[src/hdl/hlpi_div_cell.sv]
// ----------------------------------------------------------------------------
// hlpi_div_cell
// One restoring divide step: shift in a dividend bit, trial subtract, quotient bit.
// ----------------------------------------------------------------------------
module hlpi_div_cell #(
    parameter int DM_W = 33,
    parameter int QW   = 34
)
(
    input  logic            clk,
    input  logic            adv,
    input  logic [DM_W:0]   rem_in,
    input  logic [QW-1:0]   num_in,
    input  logic [QW-1:0]   quo_in,
    input  logic [DM_W-1:0] dm_in,
    output logic [DM_W:0]   rem_out,
    output logic [QW-1:0]   num_out,
    output logic [QW-1:0]   quo_out,
    output logic [DM_W-1:0] dm_out
);

    logic [DM_W+1:0] trial;
    logic [DM_W+1:0] diff;
    logic            take;

    assign trial = {rem_in, num_in[QW-1]};
    assign diff  = trial - (DM_W+2)'(dm_in);
    assign take  = (trial >= (DM_W+2)'(dm_in));

    always_ff @(posedge clk)
    begin
        if (adv)
        begin
            rem_out <= take ? diff[DM_W:0] : trial[DM_W:0];
            num_out <= {num_in[QW-2:0], 1'b0};
            quo_out <= {quo_in[QW-2:0], take};
            dm_out  <= dm_in;
        end
    end

endmodule
[config.mk]
export PLATFORM = sky130hd
export DESIGN_NAME = hlpi_div_cell
export DESIGN_NICKNAME = d
export VERILOG_FILES = /design/src/hdl/hlpi_div_cell.sv
export SDC_FILE = /design/constraint.sdc
export NUM_CORES = 1
export LEC_CHECK = 0
export CORE_AREA = 2 2 107 109
export DETAILED_ROUTE_END_ITERATION = 7
export DIE_AREA = 0 0 109 111
export DONT_BUFFER_PORTS = 1
export PLACE_DENSITY = 0.85
export SYNTH_ARGS = -nofsm -noshare
export SYNTH_HDL_FRONTEND = slang
export SYNTH_SLANG_ARGS = --single-unit
[constraint.sdc]
create_clock -name clk -period 4.95 [get_ports clk]
set_clock_uncertainty 0.05 [all_clocks]
set_input_delay 1.485 -clock clk [delete_from_list [all_inputs] [get_ports clk]]
set_output_delay 1.485 -clock clk [all_outputs]
set_load 0.03 [all_outputs]
# Yosys cells after proc, flatten, opt, wreduce, memory -nomap -nowiden
# Index checks and enable logic that the tools add are counted.
# word_totals
input_bits	137
regBits	134
wordCells	7
output_inout_bits	135
# op_classes
magnitude_cmp	1
addsub	1
muxes	1
# ops
cell	count
greater-or-equal comparator 35 x 33 -> 1 bit	1
two-way mux 34 bit	1
subtractor 34 x 33 -> 34 bit	1

# Longest topological paths before layout
# Gate-level depths: netlist (run 1).
# depth
word_depth	2
mapped_depth	13
mapped_depth_nobuf	12

# Worst setup path before layout (run 1)
# No wires, ideal clock.
# synth_timing
path_kind	input -> register
startpoint	in num_in[33]
endpoint	reg rem_out[26], data pin
cell_stages	12
required_ps	4640
slack_ps	1008
n_path_buf	0
t_arrival_ps	3632
setup_ps	260
cell_sequence	inv_1 -> ha_1 -> inv_1 -> fa_1 -> a21oi_1 -> o21ai_2 -> a311oi_2 -> o31ai_2 -> a41oi_2 -> o21ai_1 -> xor2_1 -> mux2_2
# synth_between
elab_chain_cells	2
word_cells_on_any_way	3
cone_classes	add/sub (1); order compare (1); mux (1)
# synth_rtl
item	line	text
from (decl)	13	input logic [QW-1:0] num_in,
subtractor 34 x 33 -> 34 bit / greater-or-equal comparator 35 x 33 -> 1 bit (equally long branches)	27, 28	
two-way mux 34 bit (*)	34	rem_out <= take ? diff[DM_W:0] : trial[DM_W:0];
to (signal assigned)	34	
to (decl)	16	output logic [DM_W:0] rem_out,
# Every way passes the cells marked *; elsewhere a longest branch is shown, timed or not.
# A chain may end at the register's enable or synchronous reset.

# Worst setup path after layout (run 1)
# layout_timing
startpoint	in num_in[33]
endpoint	reg rem_out[32], data pin
# The elaborated chain is that of the path after synthesis.

==> out/metrics.cfg, run 1 <==
[pwr]
sw_frac_of_total_pct = 29.8
comb_power_share_pct = 10.1
seq_power_share_pct = 53.0
ir_drop_uv = 265
power.density_nw_per_um2 = 450
leakage_nw = 2.63
switchingPower_w = 0.000946
p_int_w = 0.00222
power_frac_clock_pct = 36.9

[clock_network]
cts_tree = done
cts-hold-fix-buffers = 0
cts.path.max_buffers = 2
h-tree-depth = 4
post_cts_resized = 0
cts_root_buf = clkbuf_16
clk_pin_slew_worst_paths_ns = 0.06
post_cts_buffers = 0
clock-sinks = 134
cts_buffers = 17

[critical_path]
cpMostUsedCell = o21ai_1
path_cells = inv_1 -> ha_1 -> inv_1 -> fa_1 -> a21oi_1 -> o21ai_2 -> a311oi_2 -> o21ai_1 -> a211oi_1 -> o21ai_1 -> xnor2_1 -> o21ai_1
cp_data_arrival_time_ns = 4.16
path_class = input pin to flop
critPathTopFamily = compound AO/OA/AOI/OAI gates
crit_path_max_fanout = 3
required_ns = 5.05
cp_num_buf_inv = 2
slowest_delay_ns = 0.48
start_kind = input pin
cp-end-kind = flop
crit_path_top_delay_cell = a211oi_1

[global_routing]
grt_overflow = 0
gr-usage-all-layers_pct = 24.3
grt_pass1_vias = 4008
grt_max_degree = 135
grt_antenna_before_repair = 0
grt_pass1_wl_mm = 21.9

[sta]
rsz0062_at_grt = no
setup_viol = 0
slew_violations = 0
relSlewSlack_pct = 52.9
fin_crit_sh_pct = 82.0
setup_tns_ns = 0
finalHoldViolations = 0
holdWs_ns = 1.12
fmax_ghz = 0.246
fin_crit_ns = 4.06
worst_pin_slew_ns = 0.701

[yosys]
synth.distinct_cells = 57
synthTopCellsByCount = 134 x edfxtp_1, 58 x nand2_1, 44 x inv_1, 34 x o21ai_1, 33 x ha_1
ys_top_cells_by_area = edfxtp_1 63%, ha_1 6.5%, nand2_1 3.4%, o21ai_1 2.7%, inv_1 2.6%
synth_flop_cell = edfxtp_1
synth_top_area_share_pct = 63.3
seq_area_frac_synth_pct = 63.3
ys_seq_elements = 134
yosys_warnings = 0
synth_cells = 499
yosys.area.top_type = edfxtp_1
synth_nets = 670
synth_area_per_cell_um2 = 12.7
synth_edf_count = 134
async_flop_share_pct = 0
yosysMostFrequentCell = edfxtp_1
syn_area_um2 = 6350

[placed_design]
hpwl_mm = 11.4
gp_congestion = 0.887
dp_cells = 630
portBuffers = 0

[min_path]
hold_end = dm_out[4]$_DFFE_PP_
hp-class = input pin to flop
hold_path_depth = 0
hold_start = dm_in[4]

[routing]
vias = 4037
initialDrtViolationCount = 315
drc = 0
routed_wl_mm = 14.8
firstDrtPassIters = 5
drtAntennaViolNets = 0
viasPerCell = 6.10
routedWlPerCell_um = 22.4

[layout]
layout-drive-gt1-share_pct = 8.48
nFillCells = 768
seqCellArea_um2 = 4020
antenna_cells = 0
fin_nets = 677
area_growth_pct = 10.9
layout.cells.non_filler = 662
multi_input_area_um2 = 2090

[floorplan]
die_x_um = 109
io_pins = 272
rows = 39
die_h_um = 111
core-area_um2 = 11100
dieArea_um2 = 12100
initial_core_util_pct = 57.4

[job]
drv_cap = 0

[status]
outcome = completed

-- routing by layer --
layer | track usage [%] | routed length (um) | up-vias
li1 | - | - | 1867
met1 | 25.5 | 5080 | 1940
met2 | 42.8 | 7940 | 209
met3 | 10.8 | 1570 | 21
met4 | 7.61 | 234 | 0
met5 | 0 | 0 | -
-- how the worst max path moves through the flow --
stage / start / endpoint / slack (ns) / depth (start not counted)
final: num_in[33] / rem_out[32]$_DFFE_PP_ / 0.89 / 12
after global routing: dm_in[1] / rem_out[10]$_DFFE_PP_ / 0.64 / 10
after CTS: dm_in[1] / rem_out[10]$_DFFE_PP_ / 0.82 / 10
after detailed placement: dm_in[1] / rem_out[14]$_DFFE_PP_ / 0.39 / 10
after global placement: dm_in[1] / rem_out[10]$_DFFE_PP_ / 0.47 / 10
after floorplan: num_in[33] / rem_out[26]$_DFFE_PP_ / 1.01 / 12
-- kinds of logic after synthesis --
kind of cell	Yosys count	share of synthesized area, %
flip-flops	134	63.3
AO/OA/AOI/OAI	129	13.4
AND/OR/NAND/NOR	108	7.98
buffers and inverters	60	3.82
adder cells (fa/ha/maj)	34	6.81
XOR/XNOR	30	4.14
multiplexers	3	0.512
other	1	0.0590
-- power groups by stage --
stage / Clock, W / Combinational [W] / Sequential (W)
after floorplan: 0 / 0.000255 / 0.00168
after global placement: 0 / 0.000303 / 0.00170
after detailed placement: 0 / 0.000316 / 0.00171
after CTS: 0.00118 / 0.000317 / 0.00168
after global routing: 0.00123 / 0.000354 / 0.00169
final: 0.00117 / 0.000320 / 0.00168
-- layout by cell type (no fill, tap or decap), types with 4 or more instances in the layout --
cell type,netlist,final
o21ai_1,34,34
a211oi_1,7,7
o21bai_1,7,7
a21o_1,10,10
nor3_1,5,5
clkbuf_16,0,17
clkinvlp_4,0,6
inv_1,44,44
a31oi_1,4,4
a21oi_1,32,32
nand3_1,9,9
nand4_1,5,5
edfxtp_1,134,134
nand2_1,58,58
xnor2_1,18,18
o21ai_0,11,11
nor2_1,11,11
xor2_1,12,12
ha_1,33,33
-- flip-flops by register name (all words and copies together) (netlist names) --
register	count
rem_out	34
dm_out	33
quo_out	34
num_out	33
-- cell type report --
type,instances,share of cell area [%]
multi-input cells,305,29.7
clock buffers,18,6.09
inverters,45,2.40
well taps,143,2.54
flip-flops and latches,134,57.1
clock inverters,14,1.83
repair buffers,3,0.320
-- per-stage QoR --
step | power (W) | util [%] | worst slack (ns) | area (um^2)
after global placement | 0.00200 | 58.6 | 0.469 | 6490
final | 0.00317 | 63.6 | 0.889 | 7040
after CTS | 0.00318 | 63.6 | 0.815 | 7040
after floorplan | 0.00193 | - | 1.01 | 6350
after detailed placement | 0.00202 | 58.6 | 0.395 | 6490
after global routing | 0.00327 | 63.6 | 0.641 | 7040
Power figures use the tool's default switching activity.
==> inputs of run 2 (changes only) <==
==> config.mk (replaced) <==
export PLATFORM = sky130hd
export DESIGN_NAME = hlpi_div_cell
export DESIGN_NICKNAME = d
export VERILOG_FILES = /design/src/hdl/hlpi_div_cell.sv
export SDC_FILE = /design/constraint.sdc
export NUM_CORES = 1
export LEC_CHECK = 0
export ABC_AREA = 1
export CORE_MARGIN = 1
export CORE_UTILIZATION = 58
export DETAILED_ROUTE_END_ITERATION = 7
export DONT_BUFFER_PORTS = 1
export PLACE_DENSITY = 0.87
export SYNTH_ARGS = -nofsm -noshare
export SYNTH_HDL_FRONTEND = slang
export SYNTH_SLANG_ARGS = --single-unit
==> constraint.sdc (replaced) <==
create_clock -name clk -period 3.4 [get_ports clk]
set_clock_uncertainty 0.05 [all_clocks]
set_input_delay 1.02 -clock clk [delete_from_list [all_inputs] [get_ports clk]]
set_output_delay 1.02 -clock clk [all_outputs]
set_load 0.03 [all_outputs]
==> run 2 against run 1 <==
Total power is 49% higher. Wire length is 12% higher. Clock power is 47% higher. Design area is 14% higher. Critical path type unchanged.
==> out/metrics.cfg, run 2 <==
[status]
outcome = completed

[placed_design]
gp_congestion = 0.873  ; -1.6%
placed_area_um2 = 7470  ; +15%
hpwl_mm = 12.7  ; +12%
portBuffers = 0  ; unchanged

[yosys]
synth_mux_area_share_pct = 0  ; -0.51 points
yosys_warnings = 0  ; unchanged
synth_nets = 988  ; +47%
synthTopCellsByCount = 330 x nand2_1, 141 x inv_1, 134 x edfxtp_1, 49 x nor2_1, 33 x ha_1
synth-xor-area-share_pct = 2.04  ; -2.1 points
synth_cells = 817  ; +64%
syn_area_um2 = 7290  ; +15%
ys_top_cells_by_area = edfxtp_1 55%, nand2_1 17%, inv_1 7.3%, ha_1 5.7%, nor2_1 2.5%
synth_top_family_by_area = simple AND/OR/NAND/NOR gates
yosysMostFrequentCell = nand2_1
synth_top_area_share_pct = 55.2  ; -8.1 points
synthAdderAreaFrac_pct = 5.94  ; -0.87 points
synth_flop_cell = edfxtp_1
synth_compound_gate_area_share_pct = 2.76  ; -11 points
ys_seq_elements = 134  ; unchanged
seq_area_frac_synth_pct = 55.2  ; -8.1 points
synth_edf_count = 134  ; unchanged
yosys.area.top_type = edfxtp_1
synth-simple-area-share_pct = 25.6  ; +18 points
synth_area_per_cell_um2 = 8.92  ; -30%
synth.distinct_cells = 30  ; -47%
async_flop_share_pct = 0  ; unchanged

[clock_network]
post_cts_resized = 0  ; unchanged
post_cts_buffers = 0  ; unchanged
cts.path.max_buffers = 2  ; unchanged
cts_tree = done
h-tree-depth = 4  ; unchanged
cts-hold-fix-buffers = 0  ; unchanged
clock-sinks = 134  ; unchanged
cts_root_buf = clkbuf_16
cts_buffers = 17  ; unchanged
clk_pin_slew_worst_paths_ns = 0.07  ; about the same

[global_routing]
grt_overflow = 0  ; unchanged
grt_max_degree = 135  ; unchanged
grt_antenna_before_repair = 0  ; unchanged
gr-usage-all-layers_pct = 25.6  ; +1.3 points
grt_pass1_vias = 5032  ; +26%
grt_pass1_wl_mm = 25.1  ; +15%

[critical_path]
cp-startpoint = num_in[33]
crit_cells = 16  ; +4
path_cells = inv_1 -> ha_1 -> inv_1 -> fa_1 -> nand2_1 -> nand3_1 -> nand3_1 -> nand2_1 -> nand2_1 -> nand2_1 -> nand3_1 -> nand2_1 -> nand2_1 -> nand2_1 -> nand2_1 -> nand2_1
crit_path_max_fanout = 4  ; +1
crit_path_top_delay_cell = fa_1
start_kind = input pin
required_ns = 3.52  ; -1.53 ns
cpMostUsedCell = nand2_1
cp_data_arrival_time_ns = 2.90  ; -1.26 ns
cp_num_buf_inv = 2  ; unchanged
slowest_delay_ns = 0.42  ; -0.06 ns
cp-end-kind = flop
path_class = input pin to flop
critPathTopFamily = simple AND/OR/NAND/NOR gates

[sta]
slew_violations = 0  ; unchanged
setup_tns_ns = 0  ; unchanged
fin_crit_sh_pct = 81.8
setup_viol = 0  ; unchanged
rsz0062_at_grt = no
worst_pin_slew_ns = 0.523  ; -0.178 ns
fmax_ghz = 0.360
finalHoldViolations = 0  ; unchanged
fin_crit_ns = 2.78
relSlewSlack_pct = 64.7  ; +12 points

[floorplan]
die_x_um = 114  ; +4.7%
die_h_um = 114  ; +2.8%
core-area_um2 = 12100  ; +9.3%
initial_core_util_pct = 60.2  ; +2.8 points
rows = 40  ; +2.6%
dieArea_um2 = 13000  ; +7.6%
io_pins = 272  ; unchanged

[job]
drv_cap = 0  ; unchanged

[layout]
reg.largest.list = quo_out: 34 flops, rem_out: 34 flops
area_growth_pct = 10.2
final_cell_mix = 330 x nand2_1, 141 x inv_1, 134 x edfxtp_1, 49 x nor2_1, 33 x ha_1
layout-drive-gt1-share_pct = 7.57  ; -0.90 points
layout_commonest_cell = nand2_1
design_area_um2 = 8030  ; +14%
antenna_cells = 0  ; unchanged
fin_nets = 1003  ; +48%

[routing]
routed_wl_mm = 16.5  ; +12%
routedWlPerCell_um = 16.3  ; -27%
viasPerCell = 5.17  ; -15%
drtAntennaViolNets = 0  ; unchanged
initialDrtViolationCount = 416  ; +32%
firstDrtPassIters = 6  ; +1
vias = 5235  ; +30%
drc = 0  ; unchanged

[pwr]
leakage_nw = 3.79  ; +44%
power.density_nw_per_um2 = 587  ; +30%
ir_drop_uv = 310  ; +17%

[min_path]
hold_path_depth = 0  ; unchanged
hp-class = input pin to flop
hold_start = dm_in[6]

## run 2: final timing paths
kind	end
worst max-delay path	rem_out[30]$_DFFE_PP_
worst min-delay path	dm_out[6]$_DFFE_PP_
## run 2: layer usage
layer / vias to the layer above / global-route usage (%) / routed length [um] / part of all wire [%]
met4: 0 / 9.35 / 418 / 2.5
met2: 229 / 45.2 / 8270 / 50
met5: - / 0 / 0 / 0
li1: 2621 / - / - / -
met3: 29 / 7.25 / 1340 / 8.1
met1: 2356 / 29.6 / 6530 / 39
## run 2: cell families (layout without fill, tap and decap cells)
group | after synthesis | in the layout
buffers and inverters | 149 | 177
XOR/XNOR | 17 | 17
AND/OR/NAND/NOR | 448 | 448
adder cells (fa/ha/maj) | 34 | 34
AO/OA/AOI/OAI | 34 | 34
other | 1 | 1
flip-flops | 134 | 134
## run 2: report_power, final
| group | total (W) | internal [W] | switching [W] | leakage (nW) |
|---|---|---|---|---|
| sequential | 0.00242 | 0.00203 | 0.000390 | 1.31 |
| combinational | 0.000570 | 0.000202 | 0.000368 | 2.21 |
| clock | 0.00172 | 0.000960 | 0.000758 | 0.266 |
| total | 0.00471 | 0.00320 | 0.00152 | 3.79 |
## run 2: final cells by class
| class | instances | area [um^2] |
|---|---|---|
| Tap cell | 168 | 210 |
| Clock buffer | 17 | 425 |
| Multi-Input combinational cell | 534 | 2650 |
| Clock inverter | 15 | 135 |
| Inverter | 142 | 533 |
| Fill cell | 997 | 4080 |
| Timing Repair Buffer | 3 | 47.5 |
| Sequential cell | 134 | 4020 |
## run 2: metrics by stage
step | cells | worst slack [ns] | total power (W) | util (%) | hold slack, ns
finish | 1013 | 0.619 | 0.00471 | 66.3 | 0.647
global route | 1013 | 0.475 | 0.00489 | 66.3 | 0.634
CTS | 1013 | 0.666 | 0.00473 | 66.3 | 0.633
detailed placement | 981 | 0.221 | 0.00302 | 61.7 | 1.07
global placement | 981 | 0.288 | 0.00301 | 61.7 | 1.07
floorplan | 817 | 0.648 | 0.00288 | - | 1.07
==> inputs of run 3 (changes only) <==
--- a/config.mk
+++ b/config.mk
@@ -7,10 +7,10 @@
 export LEC_CHECK = 0
 export ABC_AREA = 1
 export CORE_MARGIN = 1
-export CORE_UTILIZATION = 58
+export CORE_UTILIZATION = 64
 export DETAILED_ROUTE_END_ITERATION = 7
 export DONT_BUFFER_PORTS = 1
-export PLACE_DENSITY = 0.87
+export PLACE_DENSITY = 0.91
 export SYNTH_ARGS = -nofsm -noshare
 export SYNTH_HDL_FRONTEND = slang
 export SYNTH_SLANG_ARGS = --single-unit
==> constraint.sdc (replaced) <==
create_clock -name clk -period 2.7 [get_ports clk]
set_clock_uncertainty 0.05 [all_clocks]
set_input_delay 0.81 -clock clk [delete_from_list [all_inputs] [get_ports clk]]
set_output_delay 0.81 -clock clk [all_outputs]
set_load 0.03 [all_outputs]
==> run 3 against run 2 <==
Die area fell by 9.2%. Global-route usage is 7.5 points higher. Sequential share of layout area down 1.5 points. Clock power up 45%. Design area increased by 3.0%. Largest power group unchanged.
==> out/metrics.cfg, run 3 (synthesized netlist as in run 2, its figures left out) <==
[status]
outcome = completed

[clock_network]
cts.path.max_buffers = 2  ; unchanged
cts-hold-fix-buffers = 0  ; unchanged
cts_buffers = 17  ; unchanged
h-tree-depth = 4  ; unchanged
post_cts_buffers = 0  ; unchanged
clock-sinks = 134  ; unchanged
cts_root_buf = clkbuf_16
post_cts_resized = 0  ; unchanged
clk_pin_slew_worst_paths_ns = 0.06  ; about the same
cts_tree = done

[critical_path]
crit_path_max_fanout = 3  ; -1
cp-end-kind = flop
required_ns = 2.83  ; -0.69 ns
path_class = input pin to flop
cp_data_arrival_time_ns = 2.61  ; -0.29 ns
start_kind = input pin

[sta]
finalHoldViolations = 0  ; unchanged
slew_violations = 0  ; unchanged
rsz0062_at_grt = no
fin_crit_sh_pct = 91.9
setup_viol = 0  ; unchanged
worst_slack_ns = 0.218  ; -0.401 ns
fmax_ghz = 0.403
fin_crit_ns = 2.48

[global_routing]
grt_pass1_vias = 5379  ; +6.9%
gr-usage-all-layers_pct = 33.1  ; +7.5 points
grt_pass1_wl_mm = 28.3  ; +13%
grt_antenna_before_repair = 0  ; unchanged
grt_max_degree = 135  ; unchanged
grt_overflow = 0  ; unchanged

[routing]
vias = 5609  ; +7.1%
viasPerCell = 5.53  ; +7.0%
initialDrtViolationCount = 525  ; +26%
routed_wl_mm = 19.3  ; +17%
drc = 0  ; unchanged
drtAntennaViolNets = 0  ; unchanged
firstDrtPassIters = 5  ; -1
routedWlPerCell_um = 19.0  ; +16%

[layout]
fin_util_pct = 75.3  ; +9.0 points
layout_commonest_cell = nand2_1
reg.largest.list = quo_out: 34 flops, rem_out: 34 flops
layout-drive-gt1-share_pct = 10.6  ; +3.1 points
antenna_cells = 0  ; unchanged
area_growth_pct = 13.5
fin_nets = 1033  ; +3.0%
final_cell_mix = 330 x nand2_1, 141 x inv_1, 134 x edfxtp_1, 49 x nor2_1, 33 x ha_1

[floorplan]
core-area_um2 = 11000  ; -9.3%
dieArea_um2 = 11800  ; -9.2%
die_x_um = 109  ; -4.7%
initial_core_util_pct = 66.3  ; +6.2 points
rows = 38  ; -5.0%
die_h_um = 109  ; -4.7%
io_pins = 272  ; unchanged

[placed_design]
hpwl_mm = 14.3  ; +12%
portBuffers = 0  ; unchanged
gp_congestion = 0.904  ; +3.7%
pre_cts_ws_ns = -0.148  ; -0.369 ns

[min_path]
hp-class = input pin to flop

[job]
drv_cap = 0  ; unchanged

[pwr]
leakage_nw = 3.97  ; +4.6%
ir_drop_uv = 782  ; +150%
power.density_nw_per_um2 = 769  ; +31%

## run 3: cell type report
type / instances / area, um^2
Sequential cell: 134 / 4020
Fill cell: 740 / 2710
Multi-Input combinational cell: 534 / 2650
Inverter: 142 / 533
Clock buffer: 18 / 429
Timing Repair Buffer: 33 / 260
Clock inverter: 13 / 196
Tap cell: 140 / 175
## run 3: worst paths after layout
path | startpoint | to | slack [ns] | cells past startpoint
setup / recovery | num_in[33] | rem_out[30]$_DFFE_PP_ | 0.22 | 16
hold / removal | dm_in[5] | dm_out[5]$_DFFE_PP_ | 0.43 | 0
## run 3: critical path, stage by stage
cell and delay (ns):
inv_1 0.04, ha_1 0.18, inv_1 0.07, fa_1 0.38, nand2_1 0.09, nand3_1 0.11, nand3_1 0.09, nand2_1 0.12
nand2_1 0.09, nand2_1 0.17, nand3_1 0.18, nand2_1 0.07, nand2_1 0.06, nand2_1 0.05, nand2_1 0.05, nand2_1 0.05
## run 3: metrics by stage
step | cell area [um^2] | power [W] | cells | hold slack [ns] | TNS, ns
finish | 8270 | 0.00636 | 1014 | 0.426 | 0
global route | 8270 | 0.00657 | 1014 | 0.407 | 0
CTS | 8270 | 0.00635 | 1014 | 0.418 | 0
detailed placement | 7650 | 0.00388 | 983 | 0.859 | -1.14
global placement | 7650 | 0.00385 | 983 | 0.859 | -0.285
floorplan | 7290 | 0.00363 | 817 | 0.859 | 0
## run 3: report_power, final
part / internal (W) / total [W] / leakage (nW) / switching [W]
combinational: 0.000304 / 0.000805 / 2.35 / 0.000501
clock: 0.00156 / 0.00249 / 0.303 / 0.000932
sequential: 0.00256 / 0.00307 / 1.31 / 0.000506
total: 0.00442 / 0.00636 / 3.97 / 0.00194
## run 3: per-layer routing
layer / GRT usage (%) / vias to the layer above / wire length [um]
met5: 0 / - / 0
met4: 14.0 / 0 / 654
met3: 10.6 / 53 / 1810
met2: 56.6 / 320 / 9570
met1: 38.2 / 2562 / 7260
li1: - / 2674 / -
